$ cat config.mk
export PLATFORM = sky130hd
export DESIGN_NAME = recency_usage_table_core
export DESIGN_NICKNAME = d
export VERILOG_FILES = /design/src/hdl/rut_pkg.sv /design/src/hdl/rut_table.sv /design/src/hdl/recency_usage_table_core.sv
export SDC_FILE = /design/constraint.sdc
export NUM_CORES = 2
export LEC_CHECK = 0
export ABC_AREA = 1
export CAP_MARGIN = 20
export CORE_MARGIN = 1
export CORE_UTILIZATION = 45
export DETAILED_ROUTE_END_ITERATION = 8
export DONT_BUFFER_PORTS = 1
export PLACE_DENSITY_LB_ADDON = 0.15
export SLEW_MARGIN = 20
export SYNTH_ARGS = -nofsm -noshare
export SYNTH_HDL_FRONTEND = slang
export SYNTH_SLANG_ARGS = --single-unit
$ cat constraint.sdc
create_clock -name clk -period 4.8 [get_ports clk]
set_clock_uncertainty 0.05 [all_clocks]
set_input_delay 0.48 -clock clk [delete_from_list [all_inputs] [get_ports clk]]
set_output_delay 0.48 -clock clk [all_outputs]
set_load 0.05 [all_outputs]
$ cat src/hdl/rut_pkg.sv
// ----------------------------------------------------------------------------
// Recency usage table package
// Shared widths, codes, reset values and payload types for the recency
// usage table core and its entry store.
// ----------------------------------------------------------------------------
`default_nettype none

package rut_pkg;

	// Default table depth.
	localparam int ENTRIES_DEF = 16;

	// Field widths.
	localparam int ACT_W  = 2;
	localparam int KEY_W  = 32;
	localparam int TURN_W = 32;
	localparam int COOL_W = 8;
	localparam int CNT_W  = 16;
	localparam int PEN_W  = 23;

	// Configuration port widths.
	localparam int CFG_ADDR_W = 3;
	localparam int CFG_DATA_W = 16;

	// Action codes.
	localparam logic [ACT_W-1:0] ACT_RECORD  = 2'd0;
	localparam logic [ACT_W-1:0] ACT_PENALTY = 2'd1;
	localparam logic [ACT_W-1:0] ACT_RECENT  = 2'd2;
	localparam logic [ACT_W-1:0] ACT_DECAY   = 2'd3;

	// Configuration register indexes.
	localparam logic [CFG_ADDR_W-1:0] REG_COUNT_STEP     = 3'd0;
	localparam logic [CFG_ADDR_W-1:0] REG_HARD_WINDOW    = 3'd1;
	localparam logic [CFG_ADDR_W-1:0] REG_SOFT_WINDOW    = 3'd2;
	localparam logic [CFG_ADDR_W-1:0] REG_SOFT_SLOPE     = 3'd3;
	localparam logic [CFG_ADDR_W-1:0] REG_HARD_SURCHARGE = 3'd4;
	localparam logic [CFG_ADDR_W-1:0] REG_DECAY_PERIOD   = 3'd5;

	// Register reset values.
	localparam logic [7:0]  COUNT_STEP_RST     = 8'd80;
	localparam logic [7:0]  HARD_WINDOW_RST    = 8'd12;
	localparam logic [7:0]  SOFT_WINDOW_RST    = 8'd24;
	localparam logic [7:0]  SOFT_SLOPE_RST     = 8'd60;
	localparam logic [15:0] HARD_SURCHARGE_RST = 16'd5000;
	localparam logic [7:0]  DECAY_PERIOD_RST   = 8'd20;

	// Arithmetic limits.
	localparam logic [PEN_W-1:0] PENALTY_BASE = 23'd100;
	localparam logic [PEN_W-1:0] PENALTY_MAX  = 23'h7FFFFF;
	localparam logic [CNT_W-1:0] COUNT_MAX    = 16'hFFFF;

	// Input transaction payload.
	typedef struct packed {
		logic [ACT_W-1:0]  action;
		logic [KEY_W-1:0]  phrase_key;
		logic [TURN_W-1:0] current_turn;
		logic [COOL_W-1:0] cooldown;
	} rut_in_t;

	// Output transaction payload.
	typedef struct packed {
		logic [PEN_W-1:0] penalty_pct;
		logic             recently_used;
		logic             found;
	} rut_out_t;

	// One table entry.
	typedef struct packed {
		logic [KEY_W-1:0]  key;
		logic [CNT_W-1:0]  count;
		logic [TURN_W-1:0] stamp;
	} entry_t;

endpackage

`default_nettype wire

$ cat src/hdl/rut_table.sv
// ----------------------------------------------------------------------------
// Recency usage table entry store
// One write port and one registered read port over the entry memory, with a
// valid bit per entry so that an entry never written reads as all zero.
// ----------------------------------------------------------------------------
`default_nettype none

module rut_table
	import rut_pkg::*;
#(
	parameter int ENTRIES = ENTRIES_DEF
) (
	input  wire logic                                   clk,
	input  wire logic                                   arst_n,
	input  wire logic                                   wr_en,
	input  wire logic [(ENTRIES > 1 ? $clog2(ENTRIES) : 1)-1:0] wr_addr,
	input  wire entry_t                                 wr_entry,
	input  wire logic [(ENTRIES > 1 ? $clog2(ENTRIES) : 1)-1:0] rd_addr,
	output entry_t                                      rd_entry
);

	entry_t               mem_q [ENTRIES];
	logic [ENTRIES-1:0]   vld_q;
	entry_t               rd_data_s1;
	logic                 rd_vld_s1;

	// Entry memory: one write and one registered read per cycle.
	always_ff @(posedge clk) begin
		if (wr_en) begin
			mem_q[wr_addr] <= wr_entry;
		end
		rd_data_s1 <= mem_q[rd_addr];
	end

	// Valid bits stand in for clearing the memory at reset.
	always_ff @(posedge clk or negedge arst_n) begin
		if (!arst_n) begin
			vld_q     <= '0;
			rd_vld_s1 <= 1'b0;
		end else begin
			if (wr_en) begin
				vld_q[wr_addr] <= 1'b1;
			end
			rd_vld_s1 <= vld_q[rd_addr];
		end
	end

	// An entry that was never written reads as its reset value of zero.
	assign rd_entry = rd_vld_s1 ? rd_data_s1 : '0;

endmodule

`default_nettype wire

$ cat src/hdl/recency_usage_table_core.sv
// ----------------------------------------------------------------------------
// Recency usage table core
// A table of usage entries (key, saturating use count, last turn) with
// record, penalty query, recent query and decay operations, run by a small
// sequencer over one shared age subtractor and a bit-serial divider.
// ----------------------------------------------------------------------------
//
//   Channel | Signals                          | Direction
//   --------+----------------------------------+----------
//   in      | in_valid, in_ready, in_data      | input
//   out     | out_valid, out_ready, out_data   | output
//   cfg     | cfg_we, cfg_addr, cfg_wdata      | input
//
// The entry scan for record and the queries reads one entry per cycle from
// the single memory read port. Decay divides only for an entry that loses
// counts, with the divider resolving one quotient bit per cycle.
// Reset clears every entry at once through per-entry valid bits; no sweep.
// A new transaction is taken only in idle; a finished result may still wait
// in the output register, and the sequencer stalls only to load the next one.
// ----------------------------------------------------------------------------
`default_nettype none

module recency_usage_table_core
	import rut_pkg::*;
#(
	parameter int ENTRIES = ENTRIES_DEF
) (
	input  wire logic                  clk,
	input  wire logic                  arst_n,
	input  wire logic                  in_valid,
	output logic                       in_ready,
	input  wire rut_in_t               in_data,
	output logic                       out_valid,
	input  wire logic                  out_ready,
	output rut_out_t                   out_data,
	input  wire logic                  cfg_we,
	input  wire logic [CFG_ADDR_W-1:0] cfg_addr,
	input  wire logic [CFG_DATA_W-1:0] cfg_wdata
);

	localparam int IDX_W = (ENTRIES > 1) ? $clog2(ENTRIES) : 1;
	localparam logic [IDX_W-1:0] IDX_LAST = IDX_W'(ENTRIES - 1);

	typedef enum logic [12:0] {
		S_IDLE  = 13'b0000000000001,
		S_SCAN  = 13'b0000000000010,
		S_DRAIN = 13'b0000000000100,
		S_REC   = 13'b0000000001000,
		S_AGE   = 13'b0000000010000,
		S_MUL   = 13'b0000000100000,
		S_SUM   = 13'b0000001000000,
		S_DRD   = 13'b0000010000000,
		S_DLAT  = 13'b0000100000000,
		S_DCHK  = 13'b0001000000000,
		S_DDIV  = 13'b0010000000000,
		S_DWR   = 13'b0100000000000,
		S_OUT   = 13'b1000000000000
	} state_t;

	state_t               state_q;
	rut_in_t              in_q;
	logic [IDX_W-1:0]     idx_q;

	// Configuration registers.
	logic [7:0]           count_step_q;
	logic [7:0]           hard_window_q;
	logic [7:0]           soft_window_q;
	logic [7:0]           soft_slope_q;
	logic [15:0]          hard_surcharge_q;
	logic [7:0]           decay_period_q;

	// Scan pipeline and accumulators.
	logic                 proc_s1;
	logic [IDX_W-1:0]     idx_s1;
	entry_t               rd_entry;
	logic                 match_found_q;
	logic [IDX_W-1:0]     match_idx_q;
	logic [CNT_W-1:0]     match_cnt_q;
	logic [TURN_W-1:0]    match_turn_q;
	logic                 empty_found_q;
	logic [IDX_W-1:0]     empty_idx_q;
	logic [IDX_W-1:0]     lru_idx_q;
	logic [TURN_W-1:0]    lru_turn_q;
	logic                 recent_found_q;
	logic [TURN_W-1:0]    recent_turn_q;

	// Arithmetic datapath.
	logic [TURN_W-1:0]    turn_sel;
	logic [TURN_W-1:0]    age_now;
	logic [TURN_W-1:0]    age_q;
	logic [CNT_W+7:0]     prod_q;
	logic [15:0]          sur_q;
	logic [PEN_W:0]       pen_sum;
	logic [PEN_W-1:0]     pen_q;
	logic                 rec_q;
	entry_t               ent_q;
	logic [7:0]           div_rem_q;
	logic [TURN_W-1:0]    div_quot_q;
	logic [4:0]           div_cnt_q;
	logic [8:0]           div_trial;
	logic                 div_ge;

	// Table write port.
	logic                 tbl_we;
	logic [IDX_W-1:0]     tbl_waddr;
	entry_t               tbl_wentry;
	logic [IDX_W-1:0]     rec_idx;
	logic [CNT_W-1:0]     rec_base;
	logic [CNT_W-1:0]     dec_cnt;

	logic                 in_fire;
	logic                 out_load;
	rut_out_t             out_q;
	logic                 out_valid_q;

	assign in_ready  = (state_q == S_IDLE);
	assign in_fire   = in_valid && in_ready;
	assign out_load  = (state_q == S_OUT) && (!out_valid_q || out_ready);
	assign out_valid = out_valid_q;
	assign out_data  = out_q;

	rut_table #(
		.ENTRIES (ENTRIES)
	) u_table (
		.clk      (clk),
		.arst_n   (arst_n),
		.wr_en    (tbl_we),
		.wr_addr  (tbl_waddr),
		.wr_entry (tbl_wentry),
		.rd_addr  (idx_q),
		.rd_entry (rd_entry)
	);

	// Shared age unit: decay uses the entry just read, queries the found entry.
	always_comb begin
		if (state_q == S_DLAT) begin
			turn_sel = rd_entry.stamp;
		end else if (in_q.action == ACT_RECENT) begin
			turn_sel = recent_turn_q;
		end else begin
			turn_sel = match_turn_q;
		end
		age_now = (in_q.current_turn > turn_sel) ? (in_q.current_turn - turn_sel) : '0;
	end

	// Penalty sum of base, per-use step and age surcharge.
	assign pen_sum = (PEN_W+1)'(PENALTY_BASE) + (PEN_W+1)'(prod_q) + (PEN_W+1)'(sur_q);

	// Divider step: one quotient bit per cycle.
	assign div_trial = {div_rem_q, div_quot_q[TURN_W-1]};
	assign div_ge    = (div_trial >= {1'b0, decay_period_q});

	// Record target and table write selection.
	always_comb begin
		rec_idx  = match_found_q ? match_idx_q : (empty_found_q ? empty_idx_q : lru_idx_q);
		rec_base = match_found_q ? match_cnt_q : '0;
		dec_cnt  = (div_quot_q >= TURN_W'(ent_q.count)) ? '0 :
		           (ent_q.count - div_quot_q[CNT_W-1:0]);
		tbl_we   = 1'b0;
		tbl_waddr  = idx_q;
		tbl_wentry = '0;
		case (state_q)
			S_REC: begin
				tbl_we               = 1'b1;
				tbl_waddr            = rec_idx;
				tbl_wentry.key       = in_q.phrase_key;
				tbl_wentry.count     = (rec_base == COUNT_MAX) ? COUNT_MAX : rec_base + 1'b1;
				tbl_wentry.stamp     = in_q.current_turn;
			end
			S_DWR: begin
				tbl_we               = 1'b1;
				tbl_waddr            = idx_q;
				tbl_wentry.key       = ent_q.key;
				tbl_wentry.count     = dec_cnt;
				tbl_wentry.stamp     = in_q.current_turn;
			end
			default: begin
				tbl_we = 1'b0;
			end
		endcase
	end

	// Configuration register writes.
	always_ff @(posedge clk or negedge arst_n) begin
		if (!arst_n) begin
			count_step_q     <= COUNT_STEP_RST;
			hard_window_q    <= HARD_WINDOW_RST;
			soft_window_q    <= SOFT_WINDOW_RST;
			soft_slope_q     <= SOFT_SLOPE_RST;
			hard_surcharge_q <= HARD_SURCHARGE_RST;
			decay_period_q   <= DECAY_PERIOD_RST;
		end else if (cfg_we) begin
			case (cfg_addr)
				REG_COUNT_STEP:     count_step_q     <= cfg_wdata[7:0];
				REG_HARD_WINDOW:    hard_window_q    <= cfg_wdata[7:0];
				REG_SOFT_WINDOW:    soft_window_q    <= cfg_wdata[7:0];
				REG_SOFT_SLOPE:     soft_slope_q     <= cfg_wdata[7:0];
				REG_HARD_SURCHARGE: hard_surcharge_q <= cfg_wdata;
				REG_DECAY_PERIOD:   decay_period_q   <= cfg_wdata[7:0];
				default: begin
				end
			endcase
		end
	end

	// Sequencer and control state.
	always_ff @(posedge clk or negedge arst_n) begin
		if (!arst_n) begin
			state_q     <= S_IDLE;
			idx_q       <= '0;
			proc_s1     <= 1'b0;
			div_cnt_q   <= '0;
			out_valid_q <= 1'b0;
		end else begin
			proc_s1 <= (state_q == S_SCAN);
			if (out_load) begin
				out_valid_q <= 1'b1;
			end else if (out_ready) begin
				out_valid_q <= 1'b0;
			end
			case (state_q)
				S_IDLE: begin
					if (in_fire) begin
						idx_q <= '0;
						if (in_data.action != ACT_DECAY) begin
							state_q <= S_SCAN;
						end else if (decay_period_q != '0) begin
							state_q <= S_DRD;
						end else begin
							state_q <= S_OUT;
						end
					end
				end
				S_SCAN: begin
					if (idx_q == IDX_LAST) begin
						state_q <= S_DRAIN;
					end else begin
						idx_q <= idx_q + 1'b1;
					end
				end
				S_DRAIN: begin
					state_q <= (in_q.action == ACT_RECORD) ? S_REC : S_AGE;
				end
				S_REC: begin
					state_q <= S_OUT;
				end
				S_AGE: begin
					state_q <= S_MUL;
				end
				S_MUL: begin
					state_q <= (in_q.action == ACT_PENALTY) ? S_SUM : S_OUT;
				end
				S_SUM: begin
					state_q <= S_OUT;
				end
				S_DRD: begin
					state_q <= S_DLAT;
				end
				S_DLAT: begin
					state_q <= S_DCHK;
				end
				S_DCHK: begin
					if ((ent_q.count == '0) || (age_q < TURN_W'(decay_period_q))) begin
						if (idx_q == IDX_LAST) begin
							state_q <= S_OUT;
						end else begin
							idx_q   <= idx_q + 1'b1;
							state_q <= S_DRD;
						end
					end else begin
						div_cnt_q <= 5'd31;
						state_q   <= S_DDIV;
					end
				end
				S_DDIV: begin
					if (div_cnt_q == '0) begin
						state_q <= S_DWR;
					end else begin
						div_cnt_q <= div_cnt_q - 1'b1;
					end
				end
				S_DWR: begin
					if (idx_q == IDX_LAST) begin
						state_q <= S_OUT;
					end else begin
						idx_q   <= idx_q + 1'b1;
						state_q <= S_DRD;
					end
				end
				S_OUT: begin
					if (out_load) begin
						state_q <= S_IDLE;
					end
				end
				default: begin
					state_q <= S_IDLE;
				end
			endcase
		end
	end

	// Scan accumulators, arithmetic and result payload.
	always_ff @(posedge clk) begin
		idx_s1 <= idx_q;
		if (in_fire) begin
			in_q           <= in_data;
			match_found_q  <= 1'b0;
			empty_found_q  <= 1'b0;
			recent_found_q <= 1'b0;
			pen_q          <= '0;
			rec_q          <= 1'b0;
		end

		// One entry per cycle: first match, first empty, least recent.
		if (proc_s1) begin
			if (!match_found_q && (rd_entry.key == in_q.phrase_key)) begin
				match_found_q <= 1'b1;
				match_idx_q   <= idx_s1;
				match_cnt_q   <= rd_entry.count;
				match_turn_q  <= rd_entry.stamp;
			end
			if (!empty_found_q && (rd_entry.count == '0)) begin
				empty_found_q <= 1'b1;
				empty_idx_q   <= idx_s1;
			end
			if ((idx_s1 == '0) || (rd_entry.stamp < lru_turn_q)) begin
				lru_idx_q  <= idx_s1;
				lru_turn_q <= rd_entry.stamp;
			end
			if (!recent_found_q && (rd_entry.key == in_q.phrase_key) &&
			    (rd_entry.count != '0)) begin
				recent_found_q <= 1'b1;
				recent_turn_q  <= rd_entry.stamp;
			end
		end

		if ((state_q == S_AGE) || (state_q == S_DLAT)) begin
			age_q <= age_now;
		end
		if (state_q == S_DLAT) begin
			ent_q <= rd_entry;
		end

		// Products and recent test, registered before the sum.
		if (state_q == S_MUL) begin
			prod_q <= (CNT_W+8)'(match_cnt_q) * (CNT_W+8)'(count_step_q);
			if (age_q < TURN_W'(hard_window_q)) begin
				sur_q <= hard_surcharge_q;
			end else if (age_q < TURN_W'(soft_window_q)) begin
				sur_q <= 16'(soft_window_q - age_q[7:0]) * 16'(soft_slope_q);
			end else begin
				sur_q <= '0;
			end
			rec_q <= (in_q.action == ACT_RECENT) && recent_found_q &&
			         (age_q < TURN_W'(in_q.cooldown));
		end

		if (state_q == S_SUM) begin
			if (!match_found_q) begin
				pen_q <= PENALTY_BASE;
			end else if (pen_sum > (PEN_W+1)'(PENALTY_MAX)) begin
				pen_q <= PENALTY_MAX;
			end else begin
				pen_q <= pen_sum[PEN_W-1:0];
			end
		end

		// Restoring division of the age by the decay period.
		if (state_q == S_DCHK) begin
			div_rem_q  <= '0;
			div_quot_q <= age_q;
		end else if (state_q == S_DDIV) begin
			div_rem_q  <= div_ge ? 8'(div_trial - {1'b0, decay_period_q}) : div_trial[7:0];
			div_quot_q <= {div_quot_q[TURN_W-2:0], div_ge};
		end

		if (out_load) begin
			out_q.penalty_pct   <= pen_q;
			out_q.recently_used <= rec_q;
			out_q.found         <= match_found_q;
		end
	end

`ifndef SYNTHESIS
	// The block is busy right after taking a transaction.
	a_busy_after_accept: assert property (@(posedge clk) disable iff (!arst_n)
		in_fire |=> !in_ready)
		else $error("in_ready high right after an accepted transaction");

	// The table is written only by a record or a decay write step.
	a_write_states: assert property (@(posedge clk) disable iff (!arst_n)
		tbl_we |-> ((state_q == S_REC) || (state_q == S_DWR)))
		else $error("table write outside record or decay write");

	// A decay write always removes at least one count.
	a_decay_drop: assert property (@(posedge clk) disable iff (!arst_n)
		(state_q == S_DWR) |-> (div_quot_q != '0))
		else $error("decay write with a zero drop");

	// A new result appears only out of the result state.
	a_result_source: assert property (@(posedge clk) disable iff (!arst_n)
		$rose(out_valid) |-> $past(state_q == S_OUT))
		else $error("result raised outside the result state");
`endif

endmodule

`default_nettype wire
==> run_results.csv <==
group,metric,value,unit
floorplanning,core,188000,um2
setup_path,arrival,5810,ps
sta,setup_slack,-466,ps
sta,layout_min_cycle_time,5270,ps
placed_design,placed_area,89700,um2
setup_path,crit_family,"adder cells",
setup_path,cp_slowest_cell,"fa_1",
synthesis,synth_largest_area_cell,"edfxtp_1",
clock_network,cts_root_buf,"clkbuf_16",
global_route,grt_pass1_vias,56245,
sta,hold-worst-slack,68.2,ps
setup_path,path_depth,32,
clock_network,cts_buffers,195,
detailed_routing,ant_nets,0,
synthesis,syn-num-nets,8104,
detailed_routing,firstDrtPassIters,7,
setup_path,cpMostUsedCell,"inv_2",
layout,fin_cells,10473,
setup_path,crit_path_max_incr_delay,550,ps
sta,rsz0062_at_grt,"yes",
clock_network,clk_pin_slew,60,ps
min_path,hold_start,"cfg_wdata[4]",
global_route,overflow,0,
setup_path,cp_max_fo,4,
clock_network,cts_tree,"built",
synthesis,ys_ff_latch,1871,
setup_path,reg2reg_from,"soft_window_q[0]$_DFFE_PN0P_",
setup_path,start_kind,"register",
detailed_routing,drt-wirelength-per-cell,22.7,um
floorplanning,dieArea,192000,um2
global_route,track_usage,0.246,
floorplanning,die_width,438,um
placed_design,placedCellCount,10001,
setup_path,worstPathRequired,5350,ps
layout,diodes,0,
sta,worst_slew_pin_slew,1060,ps
setup_path,startpoint,"soft_window_q[0]$_DFFE_PN0P_",
synthesis,seq_area_frac_synth,0.641,
layout,nNetsFinal,8299,
setup_path,cp-end-kind,"register",
setup_path,criticalPathCategory,"reg2reg",
clock_network,insertion_delay,870,ps
synthesis,synth_top_area_frac,0.590,
min_path,holdPathStages,2,
synthesis,synth_cell_type_count,66,
sta,fin_crit_sh,1.10,
floorplanning,placementRows,159,
synthesis,synth_area,85500,um2
run_status,status,"finished with violations",
detailed_routing,vias,57605,
flow_run,max_cap_viol_count,0,
sta,slew_headroom,0.292,
clock_network,cts_htree_levels,4,
layout,fin_util,0.519,
global_route,antenna_found_initial,6,
synthesis,ys_warn_count,0,
placed_design,gp_congestion,0.895,
floorplanning,ioPinCount,125,
clock_network,cts.sinks,1871,
setup_path,worst-path-buf-inv,10,
clock_network,clock_path_buffers,3,
placed_design,io_buffers,0,
synthesis,synth-edff-count,1679,
detailed_routing,routed_wl,238000,um
synthesis,syn_area_per_cell,11.2,um2
sta,setup_violations,10,
synthesis,synthFlopType,"edfxtp_1",
floorplanning,initial_core_util,0.454,
sta,finalSetupTns,-3920,ps
placed_design,dp_hpwl,140000,um
layout,postLayoutCellArea,97600,um2
power,peakVddDrop,0.611,mV
global_route,grt_pass1_wl,357000,um
detailed_routing,post-route-drc-count,7,
floorplanning,die_h,438,um
synthesis,syn_inst,7612,
layout,syn2layout_area_growth,14.2,%
detailed_routing,via_per_inst,5.50,
min_path,worst_hold_path_type,"in2reg",
synthesis,synth.area.top_cells,"edfxtp_1 (59%), o21ai_0 (5.2%), nand2_1 (4.9%), nor2_1 (4.3%), ha_1 (3.7%)",
global_route,grt_max_degree,211,
sta,maxSlewViolCount,0,
synthesis,synth-async-reset-ratio,0.0518,
run_status,violations,"DRC, setup timing",
power,p_leak,34.9,nW
sta,hold_viol_final,0,
setup_path,reg2reg_depth,32,
sta,fmax,190,MHz
detailed_routing,drt_iter0_markers,5028,
layout,drive_gt1_frac,0.0995,
power,powerDensity,502,nW/um2
state kept, by name (all words and copies together), names as in the netlist, 13 cells and up:
name,cells
sur_q,16
prod_q,24
u_table.mem_q,1280
u_table.rd_data_s1,80
state_q,13
div_quot_q,32
ent_q,48
u_table.vld_q,16
out_data,25
match_cnt_q,16
in_q,74
match_turn_q,32
age_q,32
lru_turn_q,32
recent_turn_q,32
pen_q,23
hard_surcharge_q,16
per-stage QoR:
stage                     worst slack [ps]  power, mW
after detailed placement              -780       31.8
after CTS                             -520       48.5
after floorplan                       -522       27.5
after global routing                  -731       51.7
final                                 -466       49.0
after global placement                -805       31.7
cells by family (layout without fill, tap and decap cells):
| logic type | count (synthesis) | after routing | synth area share |
|---|---|---|---|
| AO/OA/AOI/OAI | 1543 | 1543 | 0.103 |
| XOR/XNOR | 89 | 89 | 0.00912 |
| adder cells (fa/ha/maj) | 394 | 394 | 0.0703 |
| buffers and inverters | 1155 | 1521 | 0.0527 |
| flip-flops | 1871 | 1871 | 0.641 |
| multiplexers | 8 | 8 | 0.00105 |
| AND/OR/NAND/NOR | 2552 | 2552 | 0.123 |
area by class of cell:
| class | instances | area (um2) |
|---|---|---|
| Fill cell | 16586 | 90600 |
| Sequential cell | 1871 | 54800 |
| Multi-Input combinational cell | 4586 | 26900 |
| Clock buffer | 271 | 5410 |
| Timing Repair Buffer | 352 | 3390 |
| Tap cell | 2495 | 3120 |
| Inverter | 801 | 3050 |
| Clock inverter | 97 | 982 |
power by group:
group          leakage, nW  switching (mW)  internal [mW]
logic                 16.9            9.14           5.68
clock network         3.12            6.47           8.52
registers             14.9           0.689           18.5
total                 34.9            16.3           32.7
cells in the final DEF, fill, tap and decap left out, types with 13 or more instances in the layout:
cell	count
ha_1	237
dfstp_2	17
inv_1	761
dfrtp_1	72
nor2_2	15
nor4_1	23
a21oi_1	146
xor2_1	54
buf_12	38
or2_2	13
clkinv_1	27
clkbuf_8	20
clkbuf_1	54
nand2_1	1102
o21ai_1	31
o21ai_0	875
nor2_4	28
nor2_1	945
nand2_2	31
dlygate4sd3_1	91
nand3_1	264
o221ai_1	129
fa_1	139
buf_4	215
clkbuf_16	197
edfxtp_1	1679
dfxtp_1	95
o211ai_1	38
nor3_1	30
clkinv_2	38
o21bai_1	30
a21oi_2	18
inv_2	27
xnor2_1	34
nand4_1	50
o22ai_1	201
worst reg2reg max path: cells and delay by family, from the launching register on:
kind	cells	cell delay [ps]
fa+ha+maj	7	2750
simple gates	13	910
buf+inv	10	700
flops	1	380
compound gates	2	190
synthesized netlist by cell type, types with 4 or more instances:
cell,number
mux2_2,8
dfxtp_1,95
nor3_1,32
edfxtp_1,1679
a21oi_1,156
nand2_1,1122
inv_1,783
nand3_2,5
nand3_1,269
o22ai_1,201
nor2_4,5
a22o_1,8
o21ai_1,27
fa_1,144
buf_1,24
buf_2,69
nor2_2,9
or2_2,14
o21ai_0,885
ha_1,250
a31oi_1,12
clkbuf_1,248
o221ai_1,129
nand4_1,50
nand2_2,17
o21bai_1,31
xor2_1,54
a21boi_0,9
o31ai_1,5
a21o_1,11
inv_2,14
o211ai_1,38
nand3b_1,10
dfrtp_1,79
buf_6,7
xnor2_1,35
a21oi_2,13
o21a_1,4
buf_4,6
dfstp_2,18
nor3b_1,4
nor4_1,23
nor2_1,974
final timing paths:
path                                                     to  slack (ps)
setup reg to reg                        sur_q[13]$_DFFE_PP_        -470
min in group asynchronous  hard_surcharge_q[14]$_DFFE_PN0P_         190
hold reg to reg                       out_data[4]$_DFFE_PP_         370
max in group asynchronous       u_table.rd_vld_s1$_DFF_PN0_        3990
setup / recovery                        sur_q[13]$_DFFE_PP_        -470
hold / removal              hard_surcharge_q[4]$_DFFE_PN0P_          70
layer usage:
metal  track usage  routed length (um)  vias up
met5             0                  96        -
met4        0.0671                5700       14
met3        0.0336               12800      327
met2         0.420              118000     1633
met1         0.329              102000    28732
li1              -                   -    26899
repair_timing:
action | CTS | global route
endpoints found under the setup margin | 11 | 15
setup buffers | 6 | 6
hold endpoints to repair | 209 | 0
pin swaps | 62 | 30
hold buffers | 92 | 0
gates resized for setup | 87 | 43
(Power assumes the default switching activity.)
